**config.mk**
```make
export PLATFORM = sky130hd
export DESIGN_NAME = misspelled_word_spotter
export DESIGN_NICKNAME = d
export VERILOG_FILES = /design/src/sv/msp_pkg.sv /design/src/sv/msp_classify.sv /design/src/sv/msp_pattern_unit.sv /design/src/sv/misspelled_word_spotter.sv
export SDC_FILE = /design/constraint.sdc
export NUM_CORES = 1
export LEC_CHECK = 0
export BUFFER_PORTS_ARGS = -buffer_cell sky130_fd_sc_hd__buf_2
export CORE_MARGIN = 4
export CORE_UTILIZATION = 50
export DETAILED_ROUTE_END_ITERATION = 8
export GPL_ROUTABILITY_DRIVEN = 1
export PLACE_DENSITY = 0.7
export SETUP_SLACK_MARGIN = 0.2
export SLEW_MARGIN = 20
export SYNTH_ARGS = -nofsm -noshare
export SYNTH_HDL_FRONTEND = slang
export SYNTH_HIERARCHICAL = 1
export SYNTH_SLANG_ARGS = --single-unit
```
**constraint.sdc**
```tcl
create_clock -name clk -period 6.7 [get_ports clk]
set_input_delay 1.34 -clock clk [delete_from_list [all_inputs] [get_ports clk]]
set_output_delay 1.34 -clock clk [all_outputs]
set_load 0.01 [all_outputs]
```
**src/sv/msp_pkg.sv**
```systemverilog
// Shared types, constants and the misspelling table for the word spotter.
`timescale 1ns / 1ps
`default_nettype none
package msp_pkg;

	localparam int DEF_PATTERN_COUNT   = 15;
	localparam int DEF_MAX_PATTERN_LEN = 11;
	localparam int ROM_SIZE            = 15;
	localparam int ROM_TEXT_LEN        = 11;

	localparam int CHAR_W   = 16;
	localparam int POS_W    = 32;
	localparam int START_W  = 31;
	localparam int LENGTH_W = 4;
	localparam int COUNT_W  = 16;

	localparam logic [COUNT_W-1:0] REPORT_LIMIT_RESET = 16'd64;

	// Lowercase patterns, right-justified; first letter sits highest.
	localparam logic [8*ROM_TEXT_LEN-1:0] PATTERN_TEXT [ROM_SIZE] = '{
		88'("acheive"), 88'("adress"), 88'("arguement"), 88'("becuase"),
		88'("definately"), 88'("embarass"), 88'("goverment"),
		88'("independant"), 88'("occured"), 88'("recieve"), 88'("seperate"),
		88'("teh"), 88'("thier"), 88'("untill"), 88'("wierd")
	};

	localparam logic [LENGTH_W-1:0] PATTERN_LEN [ROM_SIZE] = '{
		4'd7, 4'd6, 4'd9, 4'd7, 4'd10, 4'd8, 4'd9, 4'd11, 4'd7, 4'd7, 4'd8,
		4'd3, 4'd5, 4'd6, 4'd5
	};

	typedef struct packed {
		logic       letter;
		logic [7:0] folded;
	} char_class_t;

	typedef struct packed {
		logic                opening;
		logic                close;
		logic                matched;
		logic [LENGTH_W-1:0] match_len;
	} token_info_t;

	// Letter idx of pattern p; zero past the pattern's end.
	function automatic logic [7:0] pattern_char(input int p, input int idx);
		int                      len;
		logic [8*ROM_TEXT_LEN-1:0] shifted;
		len = int'(PATTERN_LEN[p]);
		shifted = '0;
		if (idx < len) begin
			shifted = PATTERN_TEXT[p] >> (8 * (len - 1 - idx));
		end
		return shifted[7:0];
	endfunction

endpackage
`default_nettype wire

```
**src/sv/msp_classify.sv**
```systemverilog
// Letter detection and ASCII case folding of one code unit.
`timescale 1ns / 1ps
`default_nettype none
module msp_classify (
	input  wire logic [msp_pkg::CHAR_W-1:0] char_code,
	output msp_pkg::char_class_t            cls
);

	logic upper;
	logic lower;

	always_comb begin
		upper = char_code inside {[16'h0041:16'h005A]};
		lower = char_code inside {[16'h0061:16'h007A]};
		cls.letter = upper | lower;
		cls.folded = upper ? (char_code[7:0] + 8'd32) : char_code[7:0];
	end

endmodule
`default_nettype wire

```
**src/sv/msp_pattern_unit.sv**
```systemverilog
// Token tracker: letter count, per-pattern alive mask and whole-token match.
`timescale 1ns / 1ps
`default_nettype none
module msp_pattern_unit #(
	parameter int PATTERN_COUNT   = msp_pkg::DEF_PATTERN_COUNT,
	parameter int MAX_PATTERN_LEN = msp_pkg::DEF_MAX_PATTERN_LEN
) (
	input  wire logic                 clk,
	input  wire logic                 arst_n,
	input  wire logic                 fire,
	input  wire logic                 eot,
	input  wire msp_pkg::char_class_t cls,
	output msp_pkg::token_info_t      info
);

	localparam int ACTIVE = (PATTERN_COUNT < msp_pkg::ROM_SIZE) ?
		PATTERN_COUNT : msp_pkg::ROM_SIZE;
	localparam int LW = $clog2(MAX_PATTERN_LEN + 2);
	localparam logic [LW-1:0] SAT = LW'(MAX_PATTERN_LEN + 1);

	logic              inside_q;
	logic [LW-1:0]     letters_q;
	logic [ACTIVE-1:0] alive_q;

	logic [LW-1:0]     idx;
	logic [LW-1:0]     letters_n;
	logic [ACTIVE-1:0] base_alive;
	logic [ACTIVE-1:0] alive_n;
	logic [ACTIVE-1:0] hit;
	logic              open_n;

	always_comb begin
		idx        = inside_q ? letters_q : '0;
		base_alive = inside_q ? alive_q : '1;
		alive_n    = alive_q;
		letters_n  = letters_q;
		if (cls.letter) begin
			for (int p = 0; p < ACTIVE; p++) begin
				alive_n[p] = base_alive[p] &&
					(int'(idx) < int'(msp_pkg::PATTERN_LEN[p])) &&
					(msp_pkg::pattern_char(p, int'(idx)) == cls.folded);
			end
			letters_n = (idx < SAT) ? idx + LW'(1) : idx;
		end
		for (int p = 0; p < ACTIVE; p++) begin
			hit[p] = alive_n[p] && (int'(letters_n) == int'(msp_pkg::PATTERN_LEN[p]));
		end
		open_n         = inside_q | cls.letter;
		info.opening   = cls.letter & ~inside_q;
		info.close     = open_n & (~cls.letter | eot);
		info.matched   = info.close && (letters_n != '0) &&
			(int'(letters_n) <= MAX_PATTERN_LEN) && (|hit);
		info.match_len = msp_pkg::LENGTH_W'(letters_n);
	end

	always_ff @(posedge clk or negedge arst_n) begin
		if (!arst_n) begin
			inside_q  <= 1'b0;
			letters_q <= '0;
			alive_q   <= '1;
		end else if (fire) begin
			if (info.close || eot) begin
				inside_q  <= 1'b0;
				letters_q <= '0;
				alive_q   <= '1;
			end else if (cls.letter) begin
				inside_q  <= 1'b1;
				letters_q <= letters_n;
				alive_q   <= alive_n;
			end
		end
	end

endmodule
`default_nettype wire

```
**src/sv/misspelled_word_spotter.sv**
```systemverilog
// Top level of the whole-word misspelling spotter.
// Scans a text one 16-bit code unit per item and reports every ASCII letter
// token that equals, ignoring case, one of the built-in misspellings. An item
// is held in the input register, then the token logic updates the alive mask
// and counters and loads the report register: one item per cycle sustained
// while no waiting report is held back by m_tready; a report passes the input
// register and then the report register. The token state update is a feedback
// loop, as are the position and report counters. A report (token start and
// length) leaves on the item that closes the token: the first separator or a
// final letter with tlast. At most cfg_data reports per text are made; tokens
// starting past 2^31-1 are not reported. tlast on the input ends the text and
// clears position, count and token state. No clearing pass.
`timescale 1ns / 1ps
`default_nettype none
module misspelled_word_spotter #(
	parameter int PATTERN_COUNT   = msp_pkg::DEF_PATTERN_COUNT,
	parameter int MAX_PATTERN_LEN = msp_pkg::DEF_MAX_PATTERN_LEN
) (
	input  wire logic        clk,
	input  wire logic        arst_n,
	input  wire logic        s_tvalid,
	output logic             s_tready,
	input  wire logic [15:0] s_tdata,   // [15:0] char_code
	input  wire logic        s_tlast,   // end_of_text
	output logic             m_tvalid,
	input  wire logic        m_tready,
	output logic [39:0]      m_tdata,   // [30:0] range_start, [34:31] range_length
	output logic             m_tlast,   // last_of_text
	input  wire logic        cfg_valid,
	output logic             cfg_ready,
	input  wire logic [15:0] cfg_data   // report_limit
);

	logic                          valid_s1;
	logic [msp_pkg::CHAR_W-1:0]    char_s1;
	logic                          eot_s1;
	logic                          advance;

	logic [msp_pkg::COUNT_W-1:0]   limit_q;
	logic [msp_pkg::POS_W-1:0]     pos_q;
	logic [msp_pkg::POS_W-1:0]     begin_q;
	logic [msp_pkg::COUNT_W-1:0]   reports_q;

	logic                          out_valid_q;
	logic [msp_pkg::START_W-1:0]   start_q;
	logic [msp_pkg::LENGTH_W-1:0]  len_q;
	logic                          last_q;

	msp_pkg::char_class_t          cls;
	msp_pkg::token_info_t          info;
	logic [msp_pkg::POS_W-1:0]     begin_eff;
	logic                          report;

	assign advance   = valid_s1 & (~out_valid_q | m_tready);
	assign s_tready  = ~valid_s1 | advance;
	assign cfg_ready = 1'b1;

	always_ff @(posedge clk or negedge arst_n) begin
		if (!arst_n) begin
			valid_s1 <= 1'b0;
		end else if (s_tready) begin
			valid_s1 <= s_tvalid;
		end
	end

	always_ff @(posedge clk) begin
		if (s_tready && s_tvalid) begin
			char_s1 <= s_tdata;
			eot_s1  <= s_tlast;
		end
	end

	msp_classify u_classify (
		.char_code (char_s1),
		.cls       (cls)
	);

	msp_pattern_unit #(
		.PATTERN_COUNT   (PATTERN_COUNT),
		.MAX_PATTERN_LEN (MAX_PATTERN_LEN)
	) u_pattern (
		.clk    (clk),
		.arst_n (arst_n),
		.fire   (advance),
		.eot    (eot_s1),
		.cls    (cls),
		.info   (info)
	);

	assign begin_eff = info.opening ? pos_q : begin_q;
	assign report    = info.matched && !begin_eff[msp_pkg::POS_W-1] &&
		(reports_q < limit_q);

	always_ff @(posedge clk or negedge arst_n) begin
		if (!arst_n) begin
			limit_q   <= msp_pkg::REPORT_LIMIT_RESET;
			pos_q     <= '0;
			begin_q   <= '0;
			reports_q <= '0;
		end else begin
			if (cfg_valid && cfg_ready) begin
				limit_q <= cfg_data;
			end
			if (advance) begin
				if (eot_s1) begin
					pos_q     <= '0;
					begin_q   <= '0;
					reports_q <= '0;
				end else begin
					if (pos_q != '1) begin
						pos_q <= pos_q + 1'b1;
					end
					begin_q <= begin_eff;
					if (report) begin
						reports_q <= reports_q + 1'b1;
					end
				end
			end
		end
	end

	always_ff @(posedge clk or negedge arst_n) begin
		if (!arst_n) begin
			out_valid_q <= 1'b0;
		end else if (advance) begin
			out_valid_q <= report;
		end else if (m_tready) begin
			out_valid_q <= 1'b0;
		end
	end

	always_ff @(posedge clk) begin
		if (advance && report) begin
			start_q <= begin_eff[msp_pkg::START_W-1:0];
			len_q   <= info.match_len;
			last_q  <= eot_s1;
		end
	end

	assign m_tvalid = out_valid_q;
	assign m_tdata  = {5'b0, len_q, start_q};
	assign m_tlast  = last_q;

endmodule
`default_nettype wire

```
Word level (Yosys, flattened, before mapping):

Cells that the tools add are included.

* bits in registers: 171
* bits of input ports: 38
* output and inout bits: 44
* logic and storage cells: 207

* add/sub/neg operators: 12
* order comparisons: 15
* equal/unequal tests: 24
* shift-type cells: 15
* mux-type cells: 50
* bitwise operators: 12
* reductions and logical operators: 65

Operators by type and width (number)
* 8-bit two-way mux: 31
* 55-bit by 32-bit >> shifter with 8-bit output, first input constant: 4
* 71-bit by 32-bit >> shifter with 8-bit output, first input constant: 2
* 32-bit two-way mux: 4
* 63-bit by 32-bit >> shifter with 8-bit output, first input constant: 2
* 8-bit equality test: 15
* 47-bit by 32-bit >> shifter with 8-bit output, first input constant: 2
* 87-bit by 32-bit >> shifter with 8-bit output, first input constant: 1
* 79-bit by 32-bit >> shifter with 8-bit output, first input constant: 1
* 39-bit by 32-bit >> shifter with 8-bit output, first input constant: 2
* 15-bit two-way mux: 4
* 1-bit logical AND: 54
* 32-bit by 1-bit adder with 32-bit output, second input constant: 1
* 16-bit by 7-bit greater-or-equal comparator with 1-bit output, second input constant: 2
* 16-bit by 7-bit <= comparator with 1-bit output, second input constant: 2
* 16-bit two-way mux: 2
* 32-bit inequality test, second input constant: 1
* 23-bit by 32-bit >> shifter with 8-bit output, first input constant: 1
* 4-bit equality test, second input constant: 7
* 4-bit < comparator, second input constant: 5
* 4-bit two-way mux: 5
* 3-bit by 4-bit subtractor with 5-bit output, first input constant: 4
* 16-bit by 1-bit adder with 16-bit output, second input constant: 1
* 16-bit < comparator: 1
* 18 further kinds: 39

Logic depth before layout (Yosys ltp):

* word-level depth: 15
* mapped depth: 22
* gate-level depth less buffers: 19

Cells and area by module:

Netlist, hierarchy kept.

Modules (own cells, without submodules)
* misspelled_word_spotter: times used 1, cells each 710, area an instance 7388.3 um^2, seq. area each 4045.1 um^2
* msp_pattern_unit: times used 1, cells each 685, area an instance 4838.4 um^2, seq. area each 519.2 um^2
* msp_classify: times used 1, cells each 22, area an instance 167.7 um^2, seq. area each 0.0 um^2

Worst setup path after synthesis:

No wires, ideal clock.

* kind: reg-to-reg
* start point: register u_pattern.letters_q[2]
* end point: register reports_q[2] (netlist bit)
* library setup time: 0.282 ns
* arrival time: 6.984 ns
* required time: 6.418 ns
* setup slack: -0.566 ns
* cell stages (with the launch flop): 22
* buffers on the path: 3
* clock period less this slack: 7.266 ns
* cell sequence: dfrtp_1 > buf_6 > buf_6 > buf_2 > nand2_1 > inv_1 > ha_1 > inv_1 > ha_1 > o21bai_1 > a211oi_4 > o2111ai_1 > mux2_1 > nor4_2 > nor3_1 > a211o_1 > o311ai_1 > nor2b_1 > nand4b_1 > or3_1 > nor3_1 > o311ai_0

RTL lines
* start: declaration: RTL line msp_pattern_unit.sv:22 `logic [LW-1:0] letters_q;`
* start signal: assignment: RTL line msp_pattern_unit.sv:68 `letters_q <= letters_n;`
* end signal: assignment: RTL line misspelled_word_spotter.sv:115 `reports_q <= reports_q + 1'b1;`
* end: declaration: RTL line misspelled_word_spotter.sv:42 `logic [msp_pkg::COUNT_W-1:0] reports_q;`

==> results.yml <==
final_layout:
  fin_nets: 1497
  regArea_sq_mm: 0.004567
  multiInputGateArea_sq_mm: 0.007047
  final_common_cell: "nand2_1"
  antenna_cells: 0
  drive_gt1_share_pct: 17.26
  layout.cells.non_filler: 1767
  final_util_pct: 55.42
  area_growth_syn_to_layout_pct: 8.742
  final_cell_mix: "166 x nand2_1, 100 x dfrtp_1, 93 x o21ai_0"
  num-fill-cells: 2210
sta:
  max_freq_mhz: 174.2
  tightest_slew_ns: 1.021
  final_hold_viol_count: 0
  relSlewSlack_pct: 31.28
  min_period_ns: 5.742
  setup_tns_ns: 0
  grt_setup_unrepaired: "false"
  report.final.slew_viol_count: 0
  fin_crit_sh_pct: 85.70
  fin_skew_ns: 0.01808
  setup_viol_count_final: 0
floorplan:
  rows: 57
  die_area_sq_mm: 0.02737
  core-area_sq_mm: 0.02432
  fp.dieH_um: 165.4
  die_w_um: 165.4
  ios: 82
  initial_core_util_pct: 50.96
worst_setup_path:
  worstPathArrival_ns: 5.82
  end_kind: "register"
  path_max_fanout: 40
  cp.required_ns: 6.77
  reg2reg_from: "u_pattern/inside_q"
  crit_start: "u_pattern/inside_q"
  path_common_cell: "nor4_1"
  path_cells: "nand2_1 > inv_1 > ha_1 > or2_0 > o21ai_1 > a31oi_2 > mux2_2 > nand3_1 > nor4_1 > nor4_1 > a211o_1 > o311ai_1 > nor2b_1 > nand4b_1 > or3_1 > nor3_4 > buf_4"
  crit_buf_inv: 2
  critPathKind: "register to register"
  crit_family: "simple AND/OR/NAND/NOR gates"
  slowest_stage: "ha_1"
  cpPeakStageDelay_ns: 0.53
  start_kind: "register"
route:
  antenna_left: 0
  wirelength_um: 35570
  first_pass_iters: 6
  vias: 11440
  drc: 0
  routedWlPerCell_um: 20.13
  first_iter_violations: 1206
  vias_per_cell: 6.471
grt:
  overflow: 0
  grtUsageTotal_pct: 26.24
  grt_pass1_wl_um: 57720
  antenna_found_initial: 0
  first_global_vias: 10770
  grt_max_degree: 76
cts:
  clkSinkCount: 171
  cts-root-buf: "clkbuf_16"
  post_cts_buffers: 0
  clkLatencyLatePin_ns: 0.44
  path_clk_slew_ns: 0.08
  cts_tree: "built"
  numCtsBuffers: 17
  max-clock-path-buffers: 2
  cts_resized: 0
  hold_buffers: 0
  h-tree-depth: 4
synth:
  synth_top_family_by_area: "simple AND/OR/NAND/NOR gates"
  synthFlopType: "dfrtp_1"
  synthMuxAreaShare_pct: 4.856
  synth_edf_count: 53
  synthSimpleGateAreaFrac_pct: 24.06
  synth.distinct_cells: 115
  async_flop_share_pct: 69.01
  synthAdderAreaFrac_pct: 3.008
  seq_area_frac_synth_pct: 36.83
  yosys_warnings: 6
  avgSynthCellArea_sq_um: 8.747
  netlist_instances: 1417
  synth_compound_area_share_pct: 21.43
  synth_xor_area_share_pct: 3.109
  ys_ff_latch: 171
  netlist_area_sq_mm: 0.01239
status:
  status: "finished clean"
run:
  maxCapViolations: 0
place:
  io_buffer_count: 75
  globalplace.congestion: 0.9719
  place_hpwl_um: 23980
  dp_cells: 1735
hold_path:
  hp-class: "register to register"
  min_from: "begin_q[11]"
power:
  powerDensity_mw_per_mm2: 175.1
  power.leakage_nw: 5.431
  worst_ir_drop_vdd_v: 0.0001610
[state kept, by name, indices dropped and copies added (netlist names), 4 cells and up]
name,flops
begin_q,32
char_s1,16
len_q,4
limit_q,16
pos_q,32
reports_q,16
start_q,31
u_pattern/alive_q,15
u_pattern/letters_q,4
[layer usage]
| layer | part of all wire, % | vias up | wire [um] | GRT usage (%) |
|---|---|---|---|---|
| met5 | 0 | - | 0 | 0 |
| li1 | - | 5311 | - | - |
| met1 | 44 | 5475 | 15520 | 37.01 |
| met4 | 3.2 | 0 | 1143 | 9.449 |
| met3 | 7.9 | 95 | 2827 | 4.517 |
| met2 | 45 | 554 | 16070 | 40.79 |
[worst paths after layout]
check                               to  slack, ns  depth (start not counted)
max                           len_q[2]       0.96                         17
min                        begin_q[11]       0.48                          2
max reg2reg                   len_q[2]       0.96                         17
min reg2reg                begin_q[11]       0.48                          2
max in group asynchronous    pos_q[13]       4.37                          2
min in group asynchronous  begin_q[20]       0.90                          1
[where the power goes]
group | leakage, nW | internal, W | total [W] | switching (W)
registers | 2.10 | 0.00110 | 0.00113 | 0.0000332
clock network | 0.302 | 0.000516 | 0.00103 | 0.000512
logic | 3.03 | 0.0000690 | 0.000197 | 0.000128
[stage by stage]
stage	area (sq um)	worst slack, ns	total power, W	hold WS (ns)
after detailed placement	12850	1.104	0.001349	0.4664
after global placement	12850	1.144	0.001343	0.4570
after floorplan	12410	0.6572	0.001278	0.4422
after CTS	13480	1.080	0.002376	0.4837
after global routing	13480	0.5428	0.002454	0.4999
final	13480	0.9578	0.002359	0.4789
[tightest hold or removal path, stage by stage, from the launching register on]
cell	delay (ns)
dfrtp_1	0.34
nand2_1	0.04
o21ai_0	0.06
[logic make-up after synthesis]
family,after synthesis
fa+ha+maj,30
flops,171
mux,55
xor+xnor,44
compound gates,388
buf+inv,174
other cells,2
simple gates,553
[synthesized netlist by cell type, types with 37 or more instances]
cell type	n	share of area, %
nor2_1	68	2.1
mux2_2	38	3.5
inv_1	52	1.6
nand3_1	52	2.1
a21oi_1	76	3.1
edfxtp_1	53	13
dfrtp_1	102	21
nor3_1	43	1.7
nand4_1	37	1.9
o21ai_0	93	3.8
clkbuf_1	49	1.5
nand2_1	167	5.1
[area by class of cell]
cell class / instances / area share [%]
Timing Repair Buffer: 107 / 4.586
Multi-Input combinational cell: 1076 / 52.28
Tap cell: 324 / 3.008
Sequential cell: 171 / 33.88
Clock inverter: 15 / 1.495
Inverter: 57 / 1.587
Clock buffer: 17 / 3.156
Note: power is estimated with default switching activity, not from simulation.
